$ cat src/rtl/arm_hover_land_mission_sequencer_assert.svh
// Assertion macros for the sequencer RTL, used by the plan queue.
`ifndef ARM_HOVER_LAND_MISSION_SEQUENCER_ASSERT_SVH
`define ARM_HOVER_LAND_MISSION_SEQUENCER_ASSERT_SVH

`ifndef SYNTHESIS
`define AHL_ASSERT(lbl, clk, rst_n, prop, msg) \
  lbl: assert property (@(posedge clk) disable iff (!rst_n) prop) else $error(msg);
`define AHL_ASSERT_ALWAYS(lbl, clk, prop, msg) \
  lbl: assert property (@(posedge clk) prop) else $error(msg);
`else
`define AHL_ASSERT(lbl, clk, rst_n, prop, msg)
`define AHL_ASSERT_ALWAYS(lbl, clk, prop, msg)
`endif

`endif

$ cat src/rtl/ahl_pkg.sv
// Types, codes and helpers shared by the mission sequencer modules.
package ahl_pkg;

  typedef enum logic [4:0] {
    PH_PRESTREAM  = 5'b00001,
    PH_WAIT_ARMED = 5'b00010,
    PH_FLYING     = 5'b00100,
    PH_LANDING    = 5'b01000,
    PH_DONE       = 5'b10000
  } phase_t;

  localparam logic [2:0] PHC_PRESTREAM  = 3'd0;
  localparam logic [2:0] PHC_WAIT_ARMED = 3'd1;
  localparam logic [2:0] PHC_FLYING     = 3'd2;
  localparam logic [2:0] PHC_LANDING    = 3'd3;
  localparam logic [2:0] PHC_DONE       = 3'd4;

  localparam logic [2:0] MSG_SETPOINT = 3'd0;
  localparam logic [2:0] MSG_MODE     = 3'd1;
  localparam logic [2:0] MSG_ARM      = 3'd2;
  localparam logic [2:0] MSG_LAND     = 3'd3;
  localparam logic [2:0] MSG_NOTICE   = 3'd4;

  localparam logic [2:0] REG_HOVER_TICKS   = 3'd0;
  localparam logic [2:0] REG_TAKEOFF_HT    = 3'd1;
  localparam logic [2:0] REG_MISSION_LIMIT = 3'd2;
  localparam logic [2:0] REG_ARM_LIMIT     = 3'd3;
  localparam logic [2:0] REG_PRESTREAM     = 3'd4;
  localparam logic [2:0] REG_ARM_RETRY     = 3'd5;
  localparam logic [2:0] REG_LAND_RETRY    = 3'd6;

  localparam logic [13:0] HEIGHT_MAX = 14'd10000;

  typedef struct packed {
    logic [15:0] hover_ticks;
    logic [13:0] takeoff_height_cm;
    logic [15:0] mission_limit_ticks;
    logic [15:0] arm_limit_ticks;
    logic [7:0]  prestream_count;
    logic [7:0]  arm_retry_ticks;
    logic [7:0]  land_retry_ticks;
  } cfg_t;

  // Messages one tick calls for, handed from front to back.
  typedef struct packed {
    logic [1:0]  msg_cnt;
    logic [2:0]  kind0;
    logic [2:0]  kind1;
    logic [2:0]  kind2;
    logic [13:0] height;
    logic [2:0]  phase;
    logic        finished;
  } plan_t;

  function automatic logic [2:0] phase_code(phase_t p);
    logic [2:0] c;
    unique case (p)
      PH_PRESTREAM:  c = PHC_PRESTREAM;
      PH_WAIT_ARMED: c = PHC_WAIT_ARMED;
      PH_FLYING:     c = PHC_FLYING;
      PH_LANDING:    c = PHC_LANDING;
      PH_DONE:       c = PHC_DONE;
      default:       c = PHC_DONE;
    endcase
    return c;
  endfunction

endpackage

$ cat src/rtl/ahl_cfg_regs.sv
// APB register file holding the mission configuration.
module ahl_cfg_regs (
  input  logic          clk,
  input  logic          rst_n,
  input  logic          psel,
  input  logic          penable,
  input  logic          pwrite,
  input  logic [4:0]    paddr,
  input  logic [31:0]   pwdata,
  output logic [31:0]   prdata,
  output logic          pready,
  output ahl_pkg::cfg_t cfg
);

  ahl_pkg::cfg_t cfg_r;
  logic          wr_en;
  logic [2:0]    reg_idx;

  assign pready  = 1'b1;
  assign wr_en   = psel && penable && pwrite;
  assign reg_idx = paddr[4:2];
  assign cfg     = cfg_r;

  always_ff @(posedge clk) begin
    if (!rst_n) begin
      cfg_r.hover_ticks         <= 16'd100;
      cfg_r.takeoff_height_cm   <= 14'd300;
      cfg_r.mission_limit_ticks <= 16'd450;
      cfg_r.arm_limit_ticks     <= 16'd120;
      cfg_r.prestream_count     <= 8'd20;
      cfg_r.arm_retry_ticks     <= 8'd10;
      cfg_r.land_retry_ticks    <= 8'd20;
    end else if (wr_en) begin
      unique case (reg_idx)
        ahl_pkg::REG_HOVER_TICKS:   cfg_r.hover_ticks         <= pwdata[15:0];
        ahl_pkg::REG_TAKEOFF_HT:    cfg_r.takeoff_height_cm   <= pwdata[13:0];
        ahl_pkg::REG_MISSION_LIMIT: cfg_r.mission_limit_ticks <= pwdata[15:0];
        ahl_pkg::REG_ARM_LIMIT:     cfg_r.arm_limit_ticks     <= pwdata[15:0];
        ahl_pkg::REG_PRESTREAM:     cfg_r.prestream_count     <= pwdata[7:0];
        ahl_pkg::REG_ARM_RETRY:     cfg_r.arm_retry_ticks     <= pwdata[7:0];
        ahl_pkg::REG_LAND_RETRY:    cfg_r.land_retry_ticks    <= pwdata[7:0];
        default: ;
      endcase
    end
  end

  always_comb begin
    unique case (reg_idx)
      ahl_pkg::REG_HOVER_TICKS:   prdata = 32'(cfg_r.hover_ticks);
      ahl_pkg::REG_TAKEOFF_HT:    prdata = 32'(cfg_r.takeoff_height_cm);
      ahl_pkg::REG_MISSION_LIMIT: prdata = 32'(cfg_r.mission_limit_ticks);
      ahl_pkg::REG_ARM_LIMIT:     prdata = 32'(cfg_r.arm_limit_ticks);
      ahl_pkg::REG_PRESTREAM:     prdata = 32'(cfg_r.prestream_count);
      ahl_pkg::REG_ARM_RETRY:     prdata = 32'(cfg_r.arm_retry_ticks);
      ahl_pkg::REG_LAND_RETRY:    prdata = 32'(cfg_r.land_retry_ticks);
      default:                    prdata = 32'd0;
    endcase
  end

endmodule

$ cat src/rtl/ahl_front.sv
// Front end: takes ticks, advances phase and counters, plans the messages.
module ahl_front #(
  parameter int COUNTER_BITS = 16
) (
  input  logic           clk,
  input  logic           rst_n,
  input  logic           accept,
  input  logic           vehicle_armed,
  input  logic           offboard_active,
  input  ahl_pkg::cfg_t  cfg,
  output logic           push,
  output ahl_pkg::plan_t plan
);

  ahl_pkg::phase_t         phase_r, phase_nxt;
  logic [COUNTER_BITS-1:0] mt_r, mt_nxt, b_mt;
  logic [COUNTER_BITS-1:0] pt_r, pt_nxt, b_pt;
  logic [COUNTER_BITS-1:0] tc_r, tc_nxt, b_tc;
  logic [7:0]              ss_r, ss_nxt, b_ss;
  logic [13:0]             height;
  logic                    retry;
  logic                    active;

  assign b_mt   = (&mt_r) ? mt_r : mt_r + 1'b1;
  assign b_pt   = (&pt_r) ? pt_r : pt_r + 1'b1;
  assign b_tc   = (&tc_r) ? tc_r : tc_r + 1'b1;
  assign b_ss   = (&ss_r) ? ss_r : ss_r + 1'b1;
  assign height = (cfg.takeoff_height_cm > ahl_pkg::HEIGHT_MAX) ?
                  ahl_pkg::HEIGHT_MAX : cfg.takeoff_height_cm;
  assign active = accept && (phase_r != ahl_pkg::PH_DONE);

  always_comb begin
    phase_nxt = phase_r;
    mt_nxt    = mt_r;
    pt_nxt    = pt_r;
    tc_nxt    = tc_r;
    ss_nxt    = ss_r;
    retry     = 1'b0;
    plan      = '0;
    if (active) begin
      mt_nxt = b_mt;
      pt_nxt = b_pt;
      tc_nxt = b_tc;
      priority if (phase_r != ahl_pkg::PH_LANDING &&
                   32'(b_mt) > 32'(cfg.mission_limit_ticks)) begin
        // safety timeout
        plan.msg_cnt = 2'd1;
        plan.kind0   = ahl_pkg::MSG_LAND;
        phase_nxt    = ahl_pkg::PH_LANDING;
        pt_nxt       = '0;
      end else if (phase_r == ahl_pkg::PH_PRESTREAM) begin
        ss_nxt       = b_ss;
        plan.msg_cnt = 2'd1;
        plan.kind0   = ahl_pkg::MSG_SETPOINT;
        if (b_ss >= cfg.prestream_count) begin
          plan.msg_cnt = 2'd3;
          plan.kind1   = ahl_pkg::MSG_MODE;
          plan.kind2   = ahl_pkg::MSG_ARM;
          tc_nxt       = '0;
          phase_nxt    = ahl_pkg::PH_WAIT_ARMED;
          pt_nxt       = '0;
        end
      end else if (phase_r == ahl_pkg::PH_WAIT_ARMED) begin
        plan.msg_cnt = 2'd1;
        plan.kind0   = ahl_pkg::MSG_SETPOINT;
        if (vehicle_armed && offboard_active) begin
          phase_nxt = ahl_pkg::PH_FLYING;
          pt_nxt    = '0;
        end else begin
          if (32'(b_tc) > 32'(cfg.arm_retry_ticks)) begin
            retry  = 1'b1;
            tc_nxt = '0;
          end
          // arm timeout wins over a retry pair
          if (32'(b_pt) > 32'(cfg.arm_limit_ticks)) begin
            plan.msg_cnt = 2'd2;
            plan.kind1   = ahl_pkg::MSG_LAND;
            phase_nxt    = ahl_pkg::PH_LANDING;
            pt_nxt       = '0;
          end else if (retry) begin
            plan.msg_cnt = 2'd3;
            plan.kind1   = ahl_pkg::MSG_MODE;
            plan.kind2   = ahl_pkg::MSG_ARM;
          end
        end
      end else if (phase_r == ahl_pkg::PH_FLYING) begin
        plan.msg_cnt = 2'd1;
        plan.kind0   = ahl_pkg::MSG_SETPOINT;
        if (32'(b_pt) >= 32'(cfg.hover_ticks)) begin
          plan.msg_cnt = 2'd2;
          plan.kind1   = ahl_pkg::MSG_LAND;
          tc_nxt       = '0;
          phase_nxt    = ahl_pkg::PH_LANDING;
          pt_nxt       = '0;
        end
      end else begin
        if (!vehicle_armed) begin
          plan.msg_cnt  = 2'd1;
          plan.kind0    = ahl_pkg::MSG_NOTICE;
          plan.finished = 1'b1;
          phase_nxt     = ahl_pkg::PH_DONE;
          pt_nxt        = '0;
        end else if (32'(b_tc) > 32'(cfg.land_retry_ticks)) begin
          plan.msg_cnt = 2'd1;
          plan.kind0   = ahl_pkg::MSG_LAND;
          tc_nxt       = '0;
        end
      end
    end
    plan.height = height;
    plan.phase  = ahl_pkg::phase_code(phase_nxt);
  end

  assign push = active && (plan.msg_cnt != 2'd0);

  always_ff @(posedge clk) begin
    if (!rst_n) begin
      phase_r <= ahl_pkg::PH_PRESTREAM;
      mt_r    <= '0;
      pt_r    <= '0;
      tc_r    <= '0;
      ss_r    <= '0;
    end else begin
      phase_r <= phase_nxt;
      mt_r    <= mt_nxt;
      pt_r    <= pt_nxt;
      tc_r    <= tc_nxt;
      ss_r    <= ss_nxt;
    end
  end

endmodule

$ cat src/rtl/ahl_queue.sv
// Two-entry plan queue between front and back end.
`include "arm_hover_land_mission_sequencer_assert.svh"

module ahl_queue (
  input  logic           clk,
  input  logic           rst_n,
  input  logic           push,
  input  ahl_pkg::plan_t wdata,
  input  logic           pop,
  output ahl_pkg::plan_t rdata,
  output logic           full,
  output logic           empty
);

  localparam int DEPTH = 2;

  ahl_pkg::plan_t mem_r [DEPTH];
  logic           wr_ptr_r, wr_ptr_nxt;
  logic           rd_ptr_r, rd_ptr_nxt;
  logic [1:0]     count_r, count_nxt;

  assign full  = (count_r == 2'(DEPTH));
  assign empty = (count_r == 2'd0);
  assign rdata = mem_r[rd_ptr_r];

  always_comb begin
    wr_ptr_nxt = push ? ~wr_ptr_r : wr_ptr_r;
    rd_ptr_nxt = pop  ? ~rd_ptr_r : rd_ptr_r;
    count_nxt  = count_r + 2'(push) - 2'(pop);
  end

  always_ff @(posedge clk) begin
    if (push) begin
      mem_r[wr_ptr_r] <= wdata;
    end
  end

  always_ff @(posedge clk) begin
    if (!rst_n) begin
      wr_ptr_r <= 1'b0;
      rd_ptr_r <= 1'b0;
      count_r  <= '0;
    end else begin
      wr_ptr_r <= wr_ptr_nxt;
      rd_ptr_r <= rd_ptr_nxt;
      count_r  <= count_nxt;
    end
  end

  `AHL_ASSERT(a_count_bound, clk, rst_n, count_r <= 2'(DEPTH), "plan queue count over depth")
  `AHL_ASSERT(a_no_overflow, clk, rst_n, full |-> !push, "plan pushed into full queue")
  `AHL_ASSERT(a_no_underflow, clk, rst_n, empty |-> !pop, "plan popped from empty queue")

endmodule

$ cat src/rtl/ahl_back.sv
// Back end: walks each queued plan and drives one result per cycle while out_stall is low.
module ahl_back (
  input  logic           clk,
  input  logic           rst_n,
  input  ahl_pkg::plan_t head,
  input  logic           empty,
  output logic           pop,
  input  logic           out_stall,
  output logic           out_valid,
  output logic [2:0]     out_message_kind,
  output logic [13:0]    out_setpoint_height_cm,
  output logic [2:0]     out_phase,
  output logic           out_mission_finished,
  output logic           out_last_of_tick
);

  logic [1:0]  idx_r, idx_nxt;
  logic        valid_r, valid_nxt;
  logic [2:0]  kind_r, kind_sel;
  logic [13:0] height_r;
  logic [2:0]  phase_r;
  logic        fin_r, last_r, last_sel;
  logic        load, take;

  assign load     = !valid_r || !out_stall;
  assign take     = load && !empty;
  assign last_sel = (idx_r == (head.msg_cnt - 2'd1));
  assign pop      = take && last_sel;

  always_comb begin
    unique case (idx_r)
      2'd0:    kind_sel = head.kind0;
      2'd1:    kind_sel = head.kind1;
      2'd2:    kind_sel = head.kind2;
      default: kind_sel = head.kind2;
    endcase
  end

  always_comb begin
    valid_nxt = valid_r;
    idx_nxt   = idx_r;
    if (load) begin
      valid_nxt = !empty;
    end
    if (take) begin
      idx_nxt = last_sel ? 2'd0 : idx_r + 2'd1;
    end
  end

  always_ff @(posedge clk) begin
    if (!rst_n) begin
      valid_r <= 1'b0;
      idx_r   <= '0;
    end else begin
      valid_r <= valid_nxt;
      idx_r   <= idx_nxt;
    end
  end

  always_ff @(posedge clk) begin
    if (take) begin
      kind_r   <= kind_sel;
      height_r <= (kind_sel == ahl_pkg::MSG_SETPOINT) ? head.height : 14'd0;
      phase_r  <= head.phase;
      fin_r    <= head.finished;
      last_r   <= last_sel;
    end
  end

  assign out_valid              = valid_r;
  assign out_message_kind       = kind_r;
  assign out_setpoint_height_cm = height_r;
  assign out_phase              = phase_r;
  assign out_mission_finished   = fin_r;
  assign out_last_of_tick       = last_r;

endmodule

$ cat src/rtl/arm_hover_land_mission_sequencer.sv
// Top level of the arm, hover and land mission sequencer.
// One tick transaction is taken per cycle while the two-entry plan queue has
// room; the front end updates phase and counters for that tick as it is taken.
// The back end then delivers the tick's results (one to three) one per cycle
// from its output register while out_stall is low, and that output stage sets
// the sustained rate, most of all for a tick that emits setpoint, mode and arm.
// Ticks with no result, and all ticks once the mission is done, put nothing in
// the queue. Configuration registers sit on the APB port at byte offsets 0x00
// through 0x18 and should be written while idle.
module arm_hover_land_mission_sequencer #(
  parameter int COUNTER_BITS = 16
) (
  input  logic        clk,
  input  logic        rst_n,
  input  logic        in_valid,
  output logic        in_stall,
  input  logic        in_vehicle_armed,
  input  logic        in_offboard_active,
  output logic        out_valid,
  input  logic        out_stall,
  output logic [2:0]  out_message_kind,
  output logic [13:0] out_setpoint_height_cm,
  output logic [2:0]  out_phase,
  output logic        out_mission_finished,
  output logic        out_last_of_tick,
  input  logic        psel,
  input  logic        penable,
  input  logic        pwrite,
  input  logic [4:0]  paddr,
  input  logic [31:0] pwdata,
  output logic [31:0] prdata,
  output logic        pready
);

  ahl_pkg::cfg_t  cfg;
  ahl_pkg::plan_t plan, head;
  logic           push, pop, full, empty, accept;

  assign in_stall = full;
  assign accept   = in_valid && !in_stall;

  ahl_cfg_regs u_cfg (
    .clk    (clk),
    .rst_n  (rst_n),
    .psel   (psel),
    .penable(penable),
    .pwrite (pwrite),
    .paddr  (paddr),
    .pwdata (pwdata),
    .prdata (prdata),
    .pready (pready),
    .cfg    (cfg)
  );

  ahl_front #(
    .COUNTER_BITS(COUNTER_BITS)
  ) u_front (
    .clk            (clk),
    .rst_n          (rst_n),
    .accept         (accept),
    .vehicle_armed  (in_vehicle_armed),
    .offboard_active(in_offboard_active),
    .cfg            (cfg),
    .push           (push),
    .plan           (plan)
  );

  ahl_queue u_queue (
    .clk  (clk),
    .rst_n(rst_n),
    .push (push),
    .wdata(plan),
    .pop  (pop),
    .rdata(head),
    .full (full),
    .empty(empty)
  );

  ahl_back u_back (
    .clk                   (clk),
    .rst_n                 (rst_n),
    .head                  (head),
    .empty                 (empty),
    .pop                   (pop),
    .out_stall             (out_stall),
    .out_valid             (out_valid),
    .out_message_kind      (out_message_kind),
    .out_setpoint_height_cm(out_setpoint_height_cm),
    .out_phase             (out_phase),
    .out_mission_finished  (out_mission_finished),
    .out_last_of_tick      (out_last_of_tick)
  );

endmodule

$ cat config.mk
export PLATFORM = sky130hd
export DESIGN_NAME = arm_hover_land_mission_sequencer
export DESIGN_NICKNAME = d
export VERILOG_FILES = /design/src/rtl/ahl_pkg.sv /design/src/rtl/ahl_cfg_regs.sv /design/src/rtl/ahl_front.sv /design/src/rtl/ahl_queue.sv /design/src/rtl/ahl_back.sv /design/src/rtl/arm_hover_land_mission_sequencer.sv
export VERILOG_INCLUDE_DIRS = /design/src /design/src/rtl
export SDC_FILE = /design/constraint.sdc
export NUM_CORES = 1
export LEC_CHECK = 0
export BUFFER_PORTS_ARGS = -buffer_cell sky130_fd_sc_hd__buf_2
export CORE_ASPECT_RATIO = 0.9
export CORE_MARGIN = 4
export CORE_UTILIZATION = 50
export CTS_CLUSTER_DIAMETER = 150
export DETAILED_ROUTE_END_ITERATION = 8
export PLACE_DENSITY = 0.69
export SLEW_MARGIN = 5
export SYNTH_ARGS = -nofsm -noshare
export SYNTH_HDL_FRONTEND = slang
export SYNTH_SLANG_ARGS = --single-unit
export TNS_END_PERCENT = 30
$ cat constraint.sdc
create_clock -name clk -period 8.3 [get_ports clk]
set_clock_uncertainty 0.1 [all_clocks]
set_input_delay 0.83 -clock clk [delete_from_list [all_inputs] [get_ports clk]]
set_output_delay 0.83 -clock clk [all_outputs]
set_load 0.02 [all_outputs]
* Yosys cells after proc, flatten, opt, wreduce, memory -nomap -nowiden *
Memory sizes are Yosys's and may differ from the RTL's. A register that Yosys moved wholly into a read port is not among the register bits.
Index checks and enable logic that the tools add are counted.

cells by class
  bitwise operators = 3
  add/subtract/negate cells = 8
  mux-type cells = 75
  reduce and logical (&&, ||, !) cells = 31
  eq/ne operators = 18
  divide/modulo/power cells = 0
  multiply operators = 0
  shift operators = 0
  $lt $le $gt $ge = 7

operators with widths
  operator                                               number
  two-way mux 16 bit                                     22
  case mux 16 bit (7 select lines)                       1
  two-way mux 5 bit                                      13
  adder 16 x 1 -> 16 bit, second input constant          3
  AND reduction 16 bit                                   3
  greater-than comparator 16 bit                         2
  greater-than comparator 16 x 8 -> 1 bit                2
  two-way mux 11 bit                                     2
  greater-or-equal comparator 16 bit                     1
  two-way mux 1 bit                                      16
  two-way mux 2 bit                                      8
  two-way mux 8 bit                                      2
  greater-than comparator 14 bit, second input constant  1
  two-way mux 14 bit                                     1
  AND reduction 2 bit                                    7
  two-way mux 4 bit                                      3
  two-way mux 6 bit                                      2
  case mux 3 bit (4 select lines)                        1
  == test 5 x 1 -> 1 bit, second input constant          2
  == test 5 x 2 -> 1 bit, second input constant          2
  == test 5 x 3 -> 1 bit, second input constant          2
  == test 3 bit, second input constant                   3
  logical AND 1 bit                                      9
  two-way mux 3 bit                                      3
  other kinds (23)                                       31

storage, ports and cells
  memory bits (read-only) = 0
  bits in writable memories = 58
  bits in latches = 0
  memories = 1
  bits of input ports = 46
  bits in registers = 176

memory list
  memory         words  width  rd ports  clocked after memory_dff  write ports  line             text
  u_queue.mem_r  2      29     1         1                         1            ahl_queue.sv:17  ahl_pkg::plan_t mem_r [DEPTH];

* Depth between registers and ports, before layout *
  depth in word-level cells = 20
  mapped depth = 23
  mapped depth without buffers = 23

* Hierarchy *
From an unflattened synthesis, not the netlist that was laid out.

unflattened totals
  cells, all modules = 1411
  area, all modules = 13541.7 um^2

by module, submodules not included
  module                            instances  area an instance (um^2)  cells an instance
  ahl_front                         1          5918.2                   796
  ahl_cfg_regs                      1          4108.9                   422
  ahl_queue                         1          2358.5                   111
  ahl_back                          1          1142.3                   81
  arm_hover_land_mission_sequencer  1          13.8                     1

* Worst setup path after synthesis *
No wires, ideal clock.

  kind = register to register
  start point = register u_front.mt_r[4]
  end point = memory u_queue.mem_r[0][10] (netlist bit) (enable)
  clock period less this slack = 5.285 ns
  slack = 3.015 ns
  data arrival time = 4.783 ns
  library setup time = 0.403 ns
  stages on the path, launching flop included = 19
  path through = dfxtp_1 -> clkbuf_1 -> and4_1 -> nand4_1 -> nor4_1 -> nand2b_1 -> clkbuf_1 -> and3_1 -> nand2_1 -> xnor2_1 -> ha_1 -> and4_1 -> nand4_1 -> o211a_1 -> a21oi_1 -> nor2_1 -> a31oi_1 -> nor2_1 -> nor2_1

RTL lines
  what                      line              text
  start: declaration        ahl_front.sv:16   logic [COUNTER_BITS-1:0] mt_r, mt_nxt, b_mt;
  start signal: assignment  ahl_front.sv:125  mt_r <= mt_nxt;
  end: declaration          ahl_queue.sv:17

==> impl_metrics.tcl <==
set metrics [dict create \
    run_status "finished, final reports clean" \
    total_leakage_power_nw 5.34 \
    max-cap-violations 0 \
    tightestPinTransition_ps 1210 \
    vdd_ir_drop_max_uv 140 \
    peak_per_stage_delay_on_the_critical_path_ps 870 \
    setup.worst_path.end_class "register" \
    final.hold.worst_slack_ps 364 \
    final_setup_violating_endpoints 0 \
    grt_start_max_net_pins 85 \
    critical_path.slowest_cell "sky130_fd_sc_hd__nor2_2" \
    yosys_most_used_dff "sky130_fd_sc_hd__dfxtp_1" \
    antenna_cells_inserted 0 \
    dpl_worst_slack_ps 2390 \
    post-synth-top-area-fraction_pct 24.7 \
    number_of_sinks_on_the_clock_net 223 \
    area_of_the_die_um2 27700 \
    core_area_um2 24500 \
    ant_nets 0 \
    clockBufferDepth 3 \
    cts-hold-fix-buffers 0 \
    postSynthRegisterBits 223 \
    number_of_antenna_violations_at_the_first_check_in_global_routing 0 \
    cp_num_buf_inv 0 \
    core.rowCount 54 \
    floorplan.io_pins 103 \
    criticalPathCategory "reg -> reg" \
    power_mw 3.20 \
    remaining_drc_errors 0 \
    placement.cell_area_um2 13100 \
    yosysWarnings 0 \
    report.final.hold_viol_count 0 \
    drtPass1Iterations 5 \
    post_synth_instance_area_um2 12600 \
    grt_first_pass_wirelength_um 49700 \
    cts_tree "yes" \
    cts_resized 0 \
    quantity_of_i_o_buffers_inserted_on_ports 67 \
    critical_path.max_fanout 23 \
    detailed_place_hpwl_um 22200 \
    via_per_inst 5.70 \
    postSynthAreaPerCell_um2 8.89 \
    areal_power_density_over_the_cells_nw_per_um2 231 \
    clock_insertion_delay_worst_skew_ps 520 \
    synth_top_area_cell "sky130_fd_sc_hd__dfxtp_1" \
    vias 10300 \
    final_period_minus_worst_setup_slack_ps 6030 \
    synth_area_leaders "sky130_fd_sc_hd__dfxtp_1 25%, sky130_fd_sc_hd__edfxtp_1 16%, sky130_fd_sc_hd__ha_1 7.8%" \
    global_route.overflow_total 0 \
    grt_pass1_vias 9448 \
    seq_area_frac_synth_pct 40.9 \
    layout-drive-gt1-share_pct 11.5 \
    cts_made_buffers 24 \
    cts.htree.levels 1 \
    achievable-frequency_ghz 0.166 \
    required_ps 8330 \
    hold_path.class "reg -> reg" \
    grt_util_all_layers_pct 21.9 \
    die-width_um 175 \
    rsz0062_at_grt "false" \
    timing.final.crit_share_pct 72.7 \
    critPathMostFrequentCell "sky130_fd_sc_hd__nor2_1" \
    final.setup.worst_slack_ps 2270 \
    crit_chain "ha_1 > nand3_1 > nor4_4 > nand4b_1 > nor2_1 > and4_1 > nand4_1 > xnor2_1 > ha_1 > a221o_1 > a31oi_1 > o32a_1 > o211ai_1 > nor2_1 > o21ai_1 > a31oi_1 > nor2_1 > nor2_2" \
    cts_root_buf "sky130_fd_sc_hd__clkbuf_16" \
    arrival_ps 6060 \
    post-cts-setup-buffer-count 0 \
    timing.max_slew.rel_slack_pct 19.2 \
    setup_total_negative_slack_ps 0 \
    drtIter0Drc 712 \
    gp_routability_congestion 0.926 \
    timing.final.max_slew_violations 0 \
    cts.reportedPaths.clkPinSlew_ps 60 \
    routed_wl_um 31000 \
    synth-edff-count 68 \
    num-nets-final 1572 \
    crit_family "simple AND/OR/NAND/NOR gates" \
    netlist-cell-type-count 79 \
    crit_path_start_kind "register" \
    finish.instance_area_um2 13800 \
    synthesis.instances 1414 \
    fp.dieH_um 158 \
    syn2layout_area_growth_pct 10.2 \
    wl_per_cell_um 17.2 \
    initial_core_util_pct 51.4 \
    synthArstFlopShare_pct 0 \
]
==> cell usage after synthesis (all sizes together) (19+ instances only) <==
library cell	count
nor3	30
xnor2	31
inv	86
ha	78
o211ai	24
and2	19
nor2b	24
nand4	26
edfxtp	68
nand3	49
a21oi	108
nor2	129
mux2i	47
buf	29
xor2	23
o21ai	36
nand2	207
clkbuf	54
dfxtp	155
==> metrics by stage <==
stage          util (%)  cells
6_report           56.6   1802
5_1_grt            56.6   1802
4_1_cts            56.6   1802
3_5_place_dp       53.4   1758
3_3_place_gp       53.4   1758
2_1_floorplan         -   1429
==> cell families after synthesis <==
group,Yosys count,synth area share [%]
other cells,2,0.0598
mux,71,6.61
xor+xnor,54,3.76
flops,223,40.9
fa+ha+maj,78,7.77
buf+inv,169,5.78
compound gates,261,13.6
simple gates,556,21.4
==> area by class of cell <==
type / count / area, µm²
fill: 2193 / 10600
multi-input combinational: 1037 / 6770
sequential: 223 / 5140
clock buffer: 40 / 732
tap: 336 / 420
timing repair buffer: 76 / 403
inverter: 86 / 327
clock inverter: 4 / 45.0
==> where the power goes <==
| group | switching (mW) | total [mW] | internal (mW) |
|---|---|---|---|
| clock network | 0.427 | 1.06 | 0.629 |
| logic | 0.503 | 0.766 | 0.262 |
| registers | 0.0554 | 1.38 | 1.32 |
==> state kept, by name, summed over array words and instances, names as in the netlist, 5 cells and up, named ones only <==
register                       cells
u_front.pt_r                      16
u_front.phase_r                    5
u_cfg.cfg                         86
u_front.tc_r                      16
u_front.ss_r                       8
u_front.mt_r                      16
u_queue.mem_r                     46
u_back.out_setpoint_height_cm     14
==> final timing paths <==
check | start | to | slack (ps) | depth (start not counted)
max reg2reg | u_front.pt_r[0] | u_queue.mem_r[0][12] | 2270 | 18
min reg2reg | u_cfg.cfg[55] | u_cfg.cfg[55] | 360 | 2
min | u_cfg.cfg[55] | u_cfg.cfg[55] | 360 | 2
max | u_front.pt_r[0] | u_queue.mem_r[0][12] | 2270 | 18
==> layer usage <==
| metal | share of wire, % | vias up | track usage [%] |
|---|---|---|---|
| met4 | 1.8 | 0 | 4.94 |
| li1 | - | 5049 | - |
| met2 | 44 | 335 | 35.2 |
| met3 | 7.1 | 40 | 3.54 |
| met1 | 47 | 4841 | 31.4 |
| met5 | 0 | - | 0 |
==> placed cells by master (no fill, tap or decap), types with 6 or more instances in the layout <==
cell type / n
sky130_fd_sc_hd__nand4_1: 24
sky130_fd_sc_hd__nor2_1: 128
sky130_fd_sc_hd__clkbuf_1: 10
sky130_fd_sc_hd__buf_4: 9
sky130_fd_sc_hd__a21oi_2: 9
sky130_fd_sc_hd__mux2_2: 16
sky130_fd_sc_hd__nand2b_1: 15
sky130_fd_sc_hd__a31oi_1: 11
sky130_fd_sc_hd__and4_1: 6
sky130_fd_sc_hd__nand3_1: 42
sky130_fd_sc_hd__a21o_1: 6
sky130_fd_sc_hd__conb_1: 17
sky130_fd_sc_hd__clkbuf_16: 25
sky130_fd_sc_hd__xor2_1: 23
sky130_fd_sc_hd__mux4_2: 8
sky130_fd_sc_hd__o21ai_0: 29
sky130_fd_sc_hd__xnor2_1: 31
sky130_fd_sc_hd__a32oi_1: 6
sky130_fd_sc_hd__buf_2: 67
sky130_fd_sc_hd__dfxtp_1: 155
sky130_fd_sc_hd__nor3_1: 29
sky130_fd_sc_hd__o21ai_1: 6
sky130_fd_sc_hd__a21oi_1: 99
sky130_fd_sc_hd__mux2i_1: 47
sky130_fd_sc_hd__a22oi_1: 10
sky130_fd_sc_hd__nand2_1: 207
sky130_fd_sc_hd__and3_1: 17
sky130_fd_sc_hd__a32o_1: 10
sky130_fd_sc_hd__o211ai_1: 22
sky130_fd_sc_hd__o31ai_1: 6
sky130_fd_sc_hd__edfxtp_1: 68
sky130_fd_sc_hd__nand3_2: 7
sky130_fd_sc_hd__and2_1: 19
sky130_fd_sc_hd__ha_1: 78
sky130_fd_sc_hd__nor2b_1: 24
sky130_fd_sc_hd__inv_1: 84
==> worst register-to-register path, stage by stage (launching register included) <==
cell	delay [ps]
sky130_fd_sc_hd__dfxtp_1	520
sky130_fd_sc_hd__ha_1	270
sky130_fd_sc_hd__nand3_1	160
sky130_fd_sc_hd__nor4_4	610
sky130_fd_sc_hd__nand4b_1	290
sky130_fd_sc_hd__nor2_1	110
sky130_fd_sc_hd__and4_1	260
sky130_fd_sc_hd__nand4_1	170
sky130_fd_sc_hd__xnor2_1	190
sky130_fd_sc_hd__ha_1	300
sky130_fd_sc_hd__a221o_1	360
sky130_fd_sc_hd__a31oi_1	200
sky130_fd_sc_hd__o32a_1	200
sky130_fd_sc_hd__o211ai_1	180
sky130_fd_sc_hd__nor2_1	250
sky130_fd_sc_hd__o21ai_1	100
sky130_fd_sc_hd__a31oi_1	380
sky130_fd_sc_hd__nor2_1	130
sky130_fd_sc_hd__nor2_2	870
(Power assumes the default switching activity.)
